## src/rtl/fbv_pkg.sv

```systemverilog
`default_nettype none
package fbv_pkg;
	localparam int EYE_BITS = 21;
	localparam int AXIS_BITS = 16;
	localparam int ACC_BITS = 58;
	localparam int CAM_BITS = 44;
	localparam int PADDR_BITS = 6;
	localparam int PDATA_BITS = 64;

	localparam logic [2:0] REG_EYE = 3'd0;
	localparam logic [2:0] REG_RIGHT = 3'd1;
	localparam logic [2:0] REG_UP = 3'd2;
	localparam logic [2:0] REG_FWD = 3'd3;
	localparam logic [2:0] REG_DEPTH = 3'd4;
	localparam logic [2:0] REG_SLOPE = 3'd5;
	localparam logic [2:0] REG_PAD = 3'd6;

	localparam logic [5:0] ALL_OUTSIDE = 6'h3f;
	localparam logic signed [39:0] SIDE_LIMIT = 40'sd2147483647;

	typedef enum logic [4:0] {
		ST_IDLE = 5'b00001,
		ST_DOT_X = 5'b00010,
		ST_DOT_Y = 5'b00100,
		ST_DOT_Z = 5'b01000,
		ST_TEST = 5'b10000
	} state_t;

	typedef struct packed {
		logic load;
		logic [1:0] axis_sel;
		logic dot_en;
		logic test_en;
	} cmd_t;

	typedef struct packed {
		logic last;
		logic visible;
	} status_t;
endpackage
`default_nettype wire

```

## src/rtl/fbv_ctrl.sv

```systemverilog
`default_nettype none
module fbv_ctrl (
	input wire logic clk,
	input wire logic arst_n,
	input wire logic in_valid,
	output logic in_ready,
	output logic out_valid,
	input wire logic out_ready,
	input wire fbv_pkg::status_t status,
	output fbv_pkg::cmd_t cmd,
	output logic out_visible
);
	fbv_pkg::state_t state_q;
	logic out_valid_q;
	logic vis_q;

	assign in_ready = (state_q == fbv_pkg::ST_IDLE) && !out_valid_q;
	assign out_valid = out_valid_q;
	assign out_visible = vis_q;

	always_comb begin
		cmd.load = in_valid && in_ready;
		cmd.dot_en = 1'b0;
		cmd.axis_sel = 2'd0;
		cmd.test_en = 1'b0;
		case (state_q)
			fbv_pkg::ST_DOT_X: begin cmd.dot_en = 1'b1; cmd.axis_sel = 2'd0; end
			fbv_pkg::ST_DOT_Y: begin cmd.dot_en = 1'b1; cmd.axis_sel = 2'd1; end
			fbv_pkg::ST_DOT_Z: begin cmd.dot_en = 1'b1; cmd.axis_sel = 2'd2; end
			fbv_pkg::ST_TEST: cmd.test_en = 1'b1;
			default: ;
		endcase
	end

	always_ff @(posedge clk or negedge arst_n) begin
		if (!arst_n) begin
			state_q <= fbv_pkg::ST_IDLE;
			out_valid_q <= 1'b0;
			vis_q <= 1'b0;
		end else begin
			if (out_valid_q && out_ready) out_valid_q <= 1'b0;
			case (state_q)
				fbv_pkg::ST_IDLE: if (cmd.load) state_q <= fbv_pkg::ST_DOT_X;
				fbv_pkg::ST_DOT_X: state_q <= fbv_pkg::ST_DOT_Y;
				fbv_pkg::ST_DOT_Y: state_q <= fbv_pkg::ST_DOT_Z;
				fbv_pkg::ST_DOT_Z: state_q <= fbv_pkg::ST_TEST;
				fbv_pkg::ST_TEST: begin
					state_q <= fbv_pkg::ST_IDLE;
					if (status.last) begin
						out_valid_q <= 1'b1;
						vis_q <= status.visible;
					end
				end
				default: state_q <= fbv_pkg::ST_IDLE;
			endcase
		end
	end
endmodule
`default_nettype wire

```

## config.mk

```make
export PLATFORM = sky130hd
export DESIGN_NAME = fbv_ctrl
export DESIGN_NICKNAME = d
export VERILOG_FILES = /design/src/rtl/fbv_pkg.sv /design/src/rtl/fbv_ctrl.sv
export SDC_FILE = /design/constraint.sdc
export NUM_CORES = 1
export LEC_CHECK = 0
export BUFFER_PORTS_ARGS = -buffer_cell sky130_fd_sc_hd__buf_2
export CAP_MARGIN = 20
export CORE_MARGIN = 1.5
export CORE_UTILIZATION = 25
export DETAILED_ROUTE_END_ITERATION = 8
export PLACE_DENSITY_LB_ADDON = 0.3
export SYNTH_ARGS = -nofsm -noshare
export SYNTH_HDL_FRONTEND = slang
export SYNTH_SLANG_ARGS = --single-unit
```

## constraint.sdc

```tcl
create_clock -name clk -period 3.2 [get_ports clk]
set_input_delay 0.16 -clock clk [delete_from_list [all_inputs] [get_ports clk]]
set_output_delay 0.16 -clock clk [all_outputs]
set_load 0.01 [all_outputs]
```

# Yosys cells after proc, flatten, opt, wreduce, memory -nomap -nowiden
# Cells that the tools add are included.
# op_classes
n_eq_ne	6
mux	7
n_reduce_logical	5
# ops
op	count
one-hot mux 5 bit (4 select lines)	1
one-hot mux 3 bit (3 select lines)	1
equality test 5 x 1 -> 1 bit, second input constant	1
equality test 5 x 2 -> 1 bit, second input constant	1
equality test 5 x 3 -> 1 bit, second input constant	1
equality test 5 x 4 -> 1 bit, second input constant	1
equality test 5 bit, second input constant	1
two-way mux 5 bit	1
two-way mux 1 bit	4
logical AND 1 bit	3
!= test 2 bit, second input constant	1
AND reduction 2 bit	1
zero test 1 bit	1
# totals
reg_bits	7
inputBits	6

# Longest topological paths before layout
# Gate-level depths: netlist of run 1.
# depth
depth_word	5
ltp_mapped	4
mapped_depth_nobuf	3

# Worst setup path after synthesis of run 1
# Ideal clock, no wire load.
# synth_path
path_kind	register to output
start	register state_q[1]
end	output port cmd[2] (netlist bit)
arrival_ns	1.102
slack_ns	1.938
n_path_buf	0
path_stages_with_launch	3
cell_sequence	dfrtp_1 or2_1 nor4b_1
# synth_rtl
element	line	source
from (decl)	fbv_ctrl.sv:13	fbv_pkg::state_t state_q;
from (signal assigned)	fbv_ctrl.sv:37	state_q <= fbv_pkg::ST_IDLE;
from (signal assigned)	fbv_ctrl.sv:43	fbv_pkg::ST_IDLE: if (cmd.load) state_q <= fbv_pkg::ST_DOT_X;
from (signal assigned)	fbv_ctrl.sv:44	fbv_pkg::ST_DOT_X: state_q <= fbv_pkg::ST_DOT_Y;
to (decl)	fbv_ctrl.sv:10	output fbv_pkg::cmd_t cmd,

==> flow_summary.json, run 1 <==
{
  "critical_path.endpoint_type": "primary output",
  "floorplan.die.height_um": 39.5,
  "timing.setup.critical_path_class": "register to primary output",
  "starting_density_of_the_core": 0.284,
  "holdBufCountCts": 1,
  "design_area_um2": 447,
  "worst_path_max_delay_cell": "dfrtp_1",
  "route.final.wire_length_um": 680,
  "gr-usage-met3": 0.102,
  "final.setup.worst_slack_ns": 1.64,
  "cts.reportedPaths.clkPinSlew_ns": 0.05,
  "placeableCoreArea_um2": 1170,
  "avg_wl_per_cell_um": 11.1,
  "total_power_uw": 311,
  "synth_enable_flop_cells": 0,
  "fin_setup_tns_ns": 0,
  "dp_slack_ns": 1.92,
  "drt_pre_antenna_iters": 2,
  "syn-mean-instance-area_um2": 11.1,
  "critical_path_cell_sequence": "or2_1 > nor4b_1 > buf_2",
  "drv.max_cap_violation_count": 0,
  "most_common_cell_after_layout_fill_and_taps_aside": "buf_2",
  "slowest_delay_ns": 0.42,
  "num_antenna_cells": 0,
  "cellPowerDensity_nw_per_um2": 697,
  "dp.final_hpwl_um": 503,
  "finalWeightedCongestion": 0.693,
  "hold_ws_ns": 0.0613,
  "ioPinCount": 14,
  "layout_min_cycle_time_ns": 1.56,
  "grt_setup_unrepaired": "no",
  "worst_skew_pair.late_latency_ns": 0.25,
  "final.fill_count": 134,
  "die-width_um": 39.5,
  "register_area_um2": 176,
  "count_of_nets_left_with_antenna_violations_after_detail_routing": 0,
  "groute.layer.met1.usage": 0.121,
  "clk_root_buf": "clkbuf_4",
  "most-common-layout-cells": "buf_2 (13), dfrtp_1 (6), nor4b_1 (4), nor2_1 (3), clkbuf_4 (3)",
  "path_max_fanout": 6,
  "cts_tree": "yes",
  "htree_num_levels": 1,
  "setup.reg_to_reg.worst_slack_ns": 1.97,
  "synth_fp_nets": 36,
  "hp-class": "primary input to register",
  "areaGrowthSynthToFinish_pct": 34.2,
  "timing_worst_slew_pin_value_ns": 0.249,
  "use_met2": 0.201,
  "layout_worst_path_cycle_share": 0.488,
  "place_area_um2": 410,
  "required_ns": 3.04,
  "ys_dominant_reg_cell": "dfrtp_1",
  "synth-async-reset-ratio": 1.00,
  "routed_via_density": 4.93,
  "placement.io_buffers": 13,
  "drt_iter0_markers": 5,
  "dieArea_um2": 1560,
  "grt-ovfl-total": 0,
  "crit_path_launch_type": "register",
  "dr_total_vias": 301,
  "syn_inst": 30,
  "slew-limit-headroom": 0.832,
  "max_freq_ghz": 0.641,
  "number_of_buffers_inserted_by_post_cts_setup_repair": 0,
  "pin_count_of_the_biggest_net_entering_global_routing": 9,
  "p_leak_nw": 0.238,
  "numCtsBuffers": 3,
  "max-clock-path-buffers": 2,
  "antenna_found_initial": 0,
  "worst_ep_arrival_time_ns": 1.40,
  "post_cts_resize_count": 0,
  "drc": 0,
  "synth_cell_area_um2": 333,
  "number_of_global_route_vias_before_repair": 291,
  "grt_most_used_layer": "met2",
  "track_usage": 0.128,
  "run_status": "finished clean",
  "hold_viol": 0,
  "cts_num_sinks": 7,
  "finalNetCount": 54,
  "post_route_cells_drive_above_1_share": 0.447,
  "slew_viol_final": 0,
  "core.rowCount": 12,
  "yosysUniqueCellTypes": 17,
  "worst_skew_ns": 0.00425,
  "power.ir.vdd_worst_v": 0.000390,
  "multi_input_comb_area_um2": 148,
  "report.final.setup_viol": 0,
  "global_route_wire_length_before_repair_um": 1200,
  "ys.warnings.count": 0,
  "synth_sequential_area_ratio": 0.530,
  "flip_flop_and_latch_count_after_synthesis": 7
}
[power breakdown]
| part | internal (mW) | leakage [nW] | total [mW] | switching, mW |
|---|---|---|---|---|
| Clock | 0.0475 | 0.0150 | 0.0797 | 0.0321 |
| Sequential | 0.109 | 0.0930 | 0.129 | 0.0206 |
| Combinational | 0.0495 | 0.130 | 0.102 | 0.0529 |
| Total | 0.206 | 0.238 | 0.311 | 0.106 |
[metal layers]
layer	vias to the layer above	part of all wire	wire length [µm]
li1	144	-	-
met3	0	0.082	56
met2	11	0.47	320
met5	-	0	0
met1	146	0.45	304
met4	0	0	0
[registers in the layout (all words and copies together), names as in the netlist]
name,cells
out_valid,1
out_visible,1
state_q,5
[critical path, delay by kind of cell, from the launching register on]
family / cells / cell delay [ns]
flip-flops: 1 / 0.42
AND/OR/NAND/NOR: 2 / 0.54
buffers and inverters: 1 / 0.18
[worst paths after layout]
path | startpoint | to | cells after the start
setup / recovery | state_q[1] | cmd[2] | 3
hold / removal | in_valid | state_q[0] | 2
setup reg to reg | state_q[2] | out_visible | 3
hold reg to reg | out_visible | out_visible | 1
max in group asynchronous | arst_n | state_q[0] | 2
min in group asynchronous | arst_n | state_q[3] | 2
[synthesized netlist by cell type, types with 2 or more instances]
cell     instances  area share
and2_1           2       0.038
and3_2           2       0.045
dfrtp_1          6        0.45
nor2_1           3       0.034
nor4b_1          4        0.11
o21ai_0          2       0.030
[through the flow]
step / std cells / util
2_1_floorplan: 30 / -
3_3_place_gp: 56 / 0.350
3_5_place_dp: 56 / 0.350
4_1_cts: 61 / 0.381
5_1_grt: 61 / 0.381
6_report: 61 / 0.381
[area by class of cell]
class	instances	share of cell area
Timing Repair Buffer	14	0.168
Tap cell	14	0.0392
Multi-Input combinational cell	21	0.331
Inverter	1	0.00840
Sequential cell	7	0.395
Clock buffer	4	0.0588
[cells by family (layout without fill, tap and decap cells)]
family / Yosys count / in the layout / synth area share
AO/OA/AOI/OAI: 4 / 4 / 0.0752
XOR/XNOR: 1 / 1 / 0.0263
buffers and inverters: 2 / 19 / 0.0263
flip-flops: 7 / 7 / 0.530
multiplexers: 1 / 1 / 0.0338
AND/OR/NAND/NOR: 15 / 15 / 0.308
Note: power is estimated with default switching activity, not from simulation.
==> run 2: changes to the inputs <==
Clock period 3.2 ns to 1.65 ns, I/O delays scaled along.
==> run 2 against run 1 <==
Final cell count up 1.6%. Die area is the same. Routed wire length fell by 4.0%. Worst setup slack worse by 1.5 ns. Cell area rose by 2.2%. Critical path depth grew 1. Non-clock buffer count rose by 1. Total power grew 95%. Core utilization up 0.85 points. First-iteration DRC count is 40% higher. Combinational power is 95% higher. Sequential power grew 93%. Critical path type unchanged. Critical endpoint is now cmd[4]. Largest power group unchanged.
==> flow_summary.json, run 2 (synthesis gave the netlist of run 1 again) <==
{
  "p_leak_nw": 0.242,
  "worst_skew_ns": 0.00787,
  "cts_tree": "yes",
  "largest_register_ffs": 5,
  "rr_startpoint": "state_q[2]",
  "critical_path_cell_sequence": "nor2_2 > and4_2 > and2_1 > buf_2",
  "fin_setup_tns_ns": 0,
  "slowest_delay_ns": 0.44,
  "setup.reg_to_reg.worst_slack_ns": 0.44,
  "timing_worst_slew_pin_value_ns": 0.257,
  "crit_path_launch_type": "register",
  "dr_total_vias": 286,
  "routed_via_density": 4.61,
  "dp_slack_ns": 0.451,
  "final.fill_count": 125,
  "timing.reg2reg.worst_path_depth": 3,
  "floorplan.die.height_um": 39.5,
  "post_cts_resize_count": 0,
  "required_ns": 1.57,
  "report.final.setup_viol": 0,
  "areaGrowthSynthToFinish_pct": 37.2,
  "hp-class": "primary input to register",
  "dp.final_hpwl_um": 493,
  "max_freq_ghz": 0.677,
  "route.final.wire_length_um": 653,
  "cellPowerDensity_nw_per_um2": 1330,
  "dieArea_um2": 1560,
  "track_usage": 0.114,
  "die-width_um": 39.5,
  "timing.setup.critical_path_class": "register to primary output",
  "pin_count_of_the_biggest_net_entering_global_routing": 9,
  "path_max_fanout": 7,
  "antenna_found_initial": 0,
  "number_of_buffers_inserted_by_post_cts_setup_repair": 0,
  "count_of_nets_left_with_antenna_violations_after_detail_routing": 0,
  "num_antenna_cells": 0,
  "worst_path_max_delay_cell": "dfrtp_1",
  "finalWeightedCongestion": 0.723,
  "min_delay_path_depth": 2,
  "ioPinCount": 14,
  "run_status": "finished clean",
  "hold_viol": 0,
  "slew-limit-headroom": 0.826,
  "slew_viol_final": 0,
  "worst_skew_pair.late_latency_ns": 0.26,
  "power.ir.vdd_worst_v": 0.000707,
  "critical-path-top-delay-family": "simple AND/OR/NAND/NOR gates",
  "grt_setup_unrepaired": "no",
  "max-clock-path-buffers": 2,
  "drt_pre_antenna_iters": 4,
  "r2r_end": "out_visible",
  "most_common_cell_after_layout_fill_and_taps_aside": "buf_2",
  "path_buf_inv": 1,
  "grt-ovfl-total": 0,
  "core.rowCount": 12,
  "layout_min_cycle_time_ns": 1.48,
  "final.setup.worst_slack_ns": 0.173,
  "holdBufCountCts": 2,
  "cp_num_cells": 4,
  "cts_num_sinks": 7,
  "worst_ep_arrival_time_ns": 1.39,
  "most-common-layout-cells": "buf_2 (13), dfrtp_1 (6), nor4b_1 (4), nor2_1 (3), clkbuf_4 (3)",
  "drt_iter0_markers": 7,
  "finalNetCount": 55,
  "avg_wl_per_cell_um": 10.5,
  "clk_root_buf": "clkbuf_4",
  "critical_path.endpoint_type": "primary output",
  "cts.reportedPaths.clkPinSlew_ns": 0.06,
  "post_route_cells_drive_above_1_share": 0.438,
  "layout_worst_path_cycle_share": 0.895,
  "htree_num_levels": 1,
  "drc": 0,
  "number_of_global_route_vias_before_repair": 278,
  "numCtsBuffers": 3,
  "placeableCoreArea_um2": 1170,
  "global_route_wire_length_before_repair_um": 1120,
  "top_register_by_number_of_flip_flops": "state_q",
  "drv.max_cap_violation_count": 0,
  "placement.io_buffers": 13,
  "worst_hold_startpoint": "out_ready",
  "starting_density_of_the_core": 0.284,
  "min_delay_worst_endpoint": "out_valid"
}
-- run 2: cell types whose count changed in the layout (fill, tap and decap cells not counted) --
cell	delta
dlygate4sd3_1	+1
-- run 2: worst max path at each step --
stage	from	endpoint	slack (ns)
3_3_place_gp	state_q[2]	cmd[4]	0.47
3_5_place_dp	state_q[2]	out_visible	0.45
2_1_floorplan	state_q[1]	cmd[2]	0.47
4_1_cts	state_q[2]	cmd[4]	0.17
6_report	state_q[2]	cmd[4]	0.17
5_1_grt	state_q[2]	cmd[4]	0.08
-- run 2: where the power goes --
| group | switching [mW] | total [mW] | internal [mW] |
|---|---|---|---|
| clock | 0.0658 | 0.158 | 0.0925 |
| sequential | 0.0386 | 0.249 | 0.211 |
| combinational | 0.102 | 0.199 | 0.0976 |
| total | 0.206 | 0.607 | 0.401 |
-- run 2: routing by layer --
| metal | share of wire | global-route usage | vias up | wire (µm) |
|---|---|---|---|---|
| met5 | 0 | 0 | - | 0 |
| met4 | 0 | 0.0259 | 0 | 0 |
| met3 | 0.089 | 0.0852 | 0 | 58 |
| met2 | 0.47 | 0.172 | 10 | 307 |
| met1 | 0.44 | 0.125 | 133 | 287 |
| li1 | - | - | 143 | - |
-- run 2: area by class of cell --
class                   instances  area (µm²)  share of cell area
clock buffers                   4        26.3              0.0575
inverters                       1        3.75             0.00822
multi-input cells              21         148               0.323
flip-flops and latches          7         176               0.386
well taps                      14        17.5              0.0384
repair buffers                 15        85.1               0.186
-- run 2: per-stage QoR --
step / total power, mW / hold slack, ns / util / std cells / area [µm²]
2_1_floorplan: 0.377 / -0.213 / - / 30 / 333
3_3_place_gp: 0.446 / -0.0731 / 0.350 / 56 / 410
3_5_place_dp: 0.447 / -0.0731 / 0.350 / 56 / 410
4_1_cts: 0.613 / 0.0191 / 0.390 / 62 / 457
5_1_grt: 0.644 / 0.0462 / 0.390 / 62 / 457
6_report: 0.607 / 0.0179 / 0.390 / 62 / 457
==> run 3: changes to the inputs <==
Settings changed: CAP_MARGIN 20 to 5, PLACE_DENSITY set to 0.44, PLACE_DENSITY_LB_ADDON 0.3 to unset.
==> run 3 against run 2 <==
Flip-flop and latch count is the same. Combinational power is essentially flat. First-iteration DRC count shrank 43%. Clock power shrank 3%. Maximum frequency shrank 0.26%. Clock skew shrank 0.0064 ns. Cell area is the same. Worst hold slack lost 0.0088 ns. Final cell count is the same. Die area is the same. Sequential power is essentially flat. Register-to-register slack lost 0.02 ns. Critical path type unchanged. Largest cell class unchanged.
==> flow_summary.json, run 3 (synthesis gave the netlist of run 1 again) <==
{
  "max_freq_ghz": 0.675,
  "register_area_um2": 176,
  "timing.reg2reg.worst_path_depth": 3,
  "most-common-layout-cells": "buf_2 (13), dfrtp_1 (6), nor4b_1 (4), nor2_1 (3), clkbuf_4 (3)",
  "floorplan.die.height_um": 39.5,
  "antenna_found_initial": 0,
  "grt_setup_unrepaired": "no",
  "drt_iter0_markers": 4,
  "track_usage": 0.120,
  "num_antenna_cells": 0,
  "setup.worst_path.end": "cmd[4]",
  "timing_worst_slew_pin_value_ns": 0.272,
  "setup.reg_to_reg.worst_slack_ns": 0.42,
  "final.fill_count": 127,
  "global_route_wire_length_before_repair_um": 1130,
  "timing.setup.critical_path_class": "register to primary output",
  "instances_no_fill": 62,
  "critical_path.startpoint": "state_q[2]",
  "worst_skew_ns": 0.00148,
  "p_leak_nw": 0.242,
  "largest_register_ffs": 5,
  "critical_path_cell_sequence": "nor2_2 > and4_2 > and2_1 > buf_2",
  "run_status": "finished clean",
  "path_max_fanout": 7,
  "crit_path_launch_type": "register",
  "count_of_nets_left_with_antenna_violations_after_detail_routing": 0,
  "power.ir.vdd_worst_v": 0.000419,
  "number_of_buffers_inserted_by_post_cts_setup_repair": 0,
  "required_ns": 1.57,
  "fin_setup_tns_ns": 0,
  "number_of_global_route_vias_before_repair": 297,
  "dieArea_um2": 1560,
  "placeableCoreArea_um2": 1170,
  "holdBufCountCts": 2,
  "r2r_end": "out_visible",
  "finalWeightedCongestion": 0.719,
  "grt-ovfl-total": 0,
  "ioPinCount": 14,
  "most_common_cell_after_layout_fill_and_taps_aside": "buf_2",
  "layout_min_cycle_time_ns": 1.48,
  "worst_ep_arrival_time_ns": 1.40,
  "max-clock-path-buffers": 2,
  "slew-limit-headroom": 0.816,
  "top_register_by_number_of_flip_flops": "state_q",
  "finalNetCount": 55,
  "routed_via_density": 4.76,
  "utilization": 0.390,
  "multi_input_comb_area_um2": 148,
  "cts_num_sinks": 7,
  "areaGrowthSynthToFinish_pct": 37.2,
  "rr_startpoint": "state_q[2]",
  "post_cts_resize_count": 0,
  "cts_tree": "yes",
  "worst_path_max_delay_cell": "dfrtp_1",
  "placement.io_buffers": 13,
  "placedCellCount": 56,
  "route.final.wire_length_um": 700,
  "pin_count_of_the_biggest_net_entering_global_routing": 9,
  "numCtsBuffers": 3,
  "slowest_delay_ns": 0.44,
  "report.final.setup_viol": 0,
  "dp.final_hpwl_um": 543,
  "cellPowerDensity_nw_per_um2": 1320,
  "drt_pre_antenna_iters": 2,
  "starting_density_of_the_core": 0.284,
  "cts.reportedPaths.clkPinSlew_ns": 0.05,
  "htree_num_levels": 1,
  "dr_total_vias": 295,
  "core.rowCount": 12,
  "hp-class": "primary input to register",
  "clk_root_buf": "clkbuf_4",
  "avg_wl_per_cell_um": 11.3,
  "drv.max_cap_violation_count": 0,
  "die-width_um": 39.5,
  "critical_path.endpoint_type": "primary output",
  "drc": 0,
  "layout_worst_path_cycle_share": 0.898,
  "post_route_cells_drive_above_1_share": 0.438,
  "slew_viol_final": 0,
  "worst_skew_pair.late_latency_ns": 0.25,
  "hold_viol": 0
}
## run 3: cell counts in the layout (fill, tap and decap cells not counted)
Identical to the previous run, type by type.
## run 3: through the flow
step / cell area, µm² / worst slack [ns] / power (mW) / hold slack, ns
CTS: 457 / 0.175 / 0.611 / 0.0115
floorplan: 333 / 0.466 / 0.377 / -0.213
finish: 457 / 0.169 / 0.603 / 0.00904
global placement: 410 / 0.459 / 0.445 / -0.0772
global route: 457 / 0.0850 / 0.651 / 0.0205
detailed placement: 410 / 0.440 / 0.448 / -0.0749
## run 3: cell type report
type	instances	area share
clock buffer	4	0.0575
inverter	1	0.00822
multi-input combinational	21	0.323
sequential	7	0.386
tap	14	0.0384
timing repair buffer	15	0.186
## run 3: report_power, final
| part | total (mW) | leakage, nW | internal, mW | switching, mW |
|---|---|---|---|---|
| combinational | 0.197 | 0.134 | 0.0974 | 0.0994 |
| clock | 0.154 | 0.0150 | 0.0922 | 0.0619 |
| sequential | 0.252 | 0.0930 | 0.211 | 0.0406 |
| total | 0.603 | 0.242 | 0.401 | 0.202 |
## run 3: per-layer routing
metal  track usage  part of all wire  wire, µm
met2         0.184              0.44       306
met3        0.0511             0.084        59
met1         0.122              0.45       316
met4         0.103             0.024        17
met5             0                 0         0
## run 3: worst min-delay path by stage
stage,startpoint,endpoint,slack [ns],cells past startpoint
5_1_grt,out_ready,out_valid,0.02,2
3_5_place_dp,arst_n,state_q[4],-0.07,1
3_3_place_gp,arst_n,state_q[4],-0.08,1
4_1_cts,out_ready,out_valid,0.01,2
6_report,out_ready,out_valid,0.009,2
2_1_floorplan,arst_n,out_valid,-0.21,0
## run 3: worst max-delay path: cells and delay by family, from the launching register on
family                 cells  cell delay, ns
AND/OR/NAND/NOR            3            0.59
flip-flops                 1            0.44
buffers and inverters      1            0.12
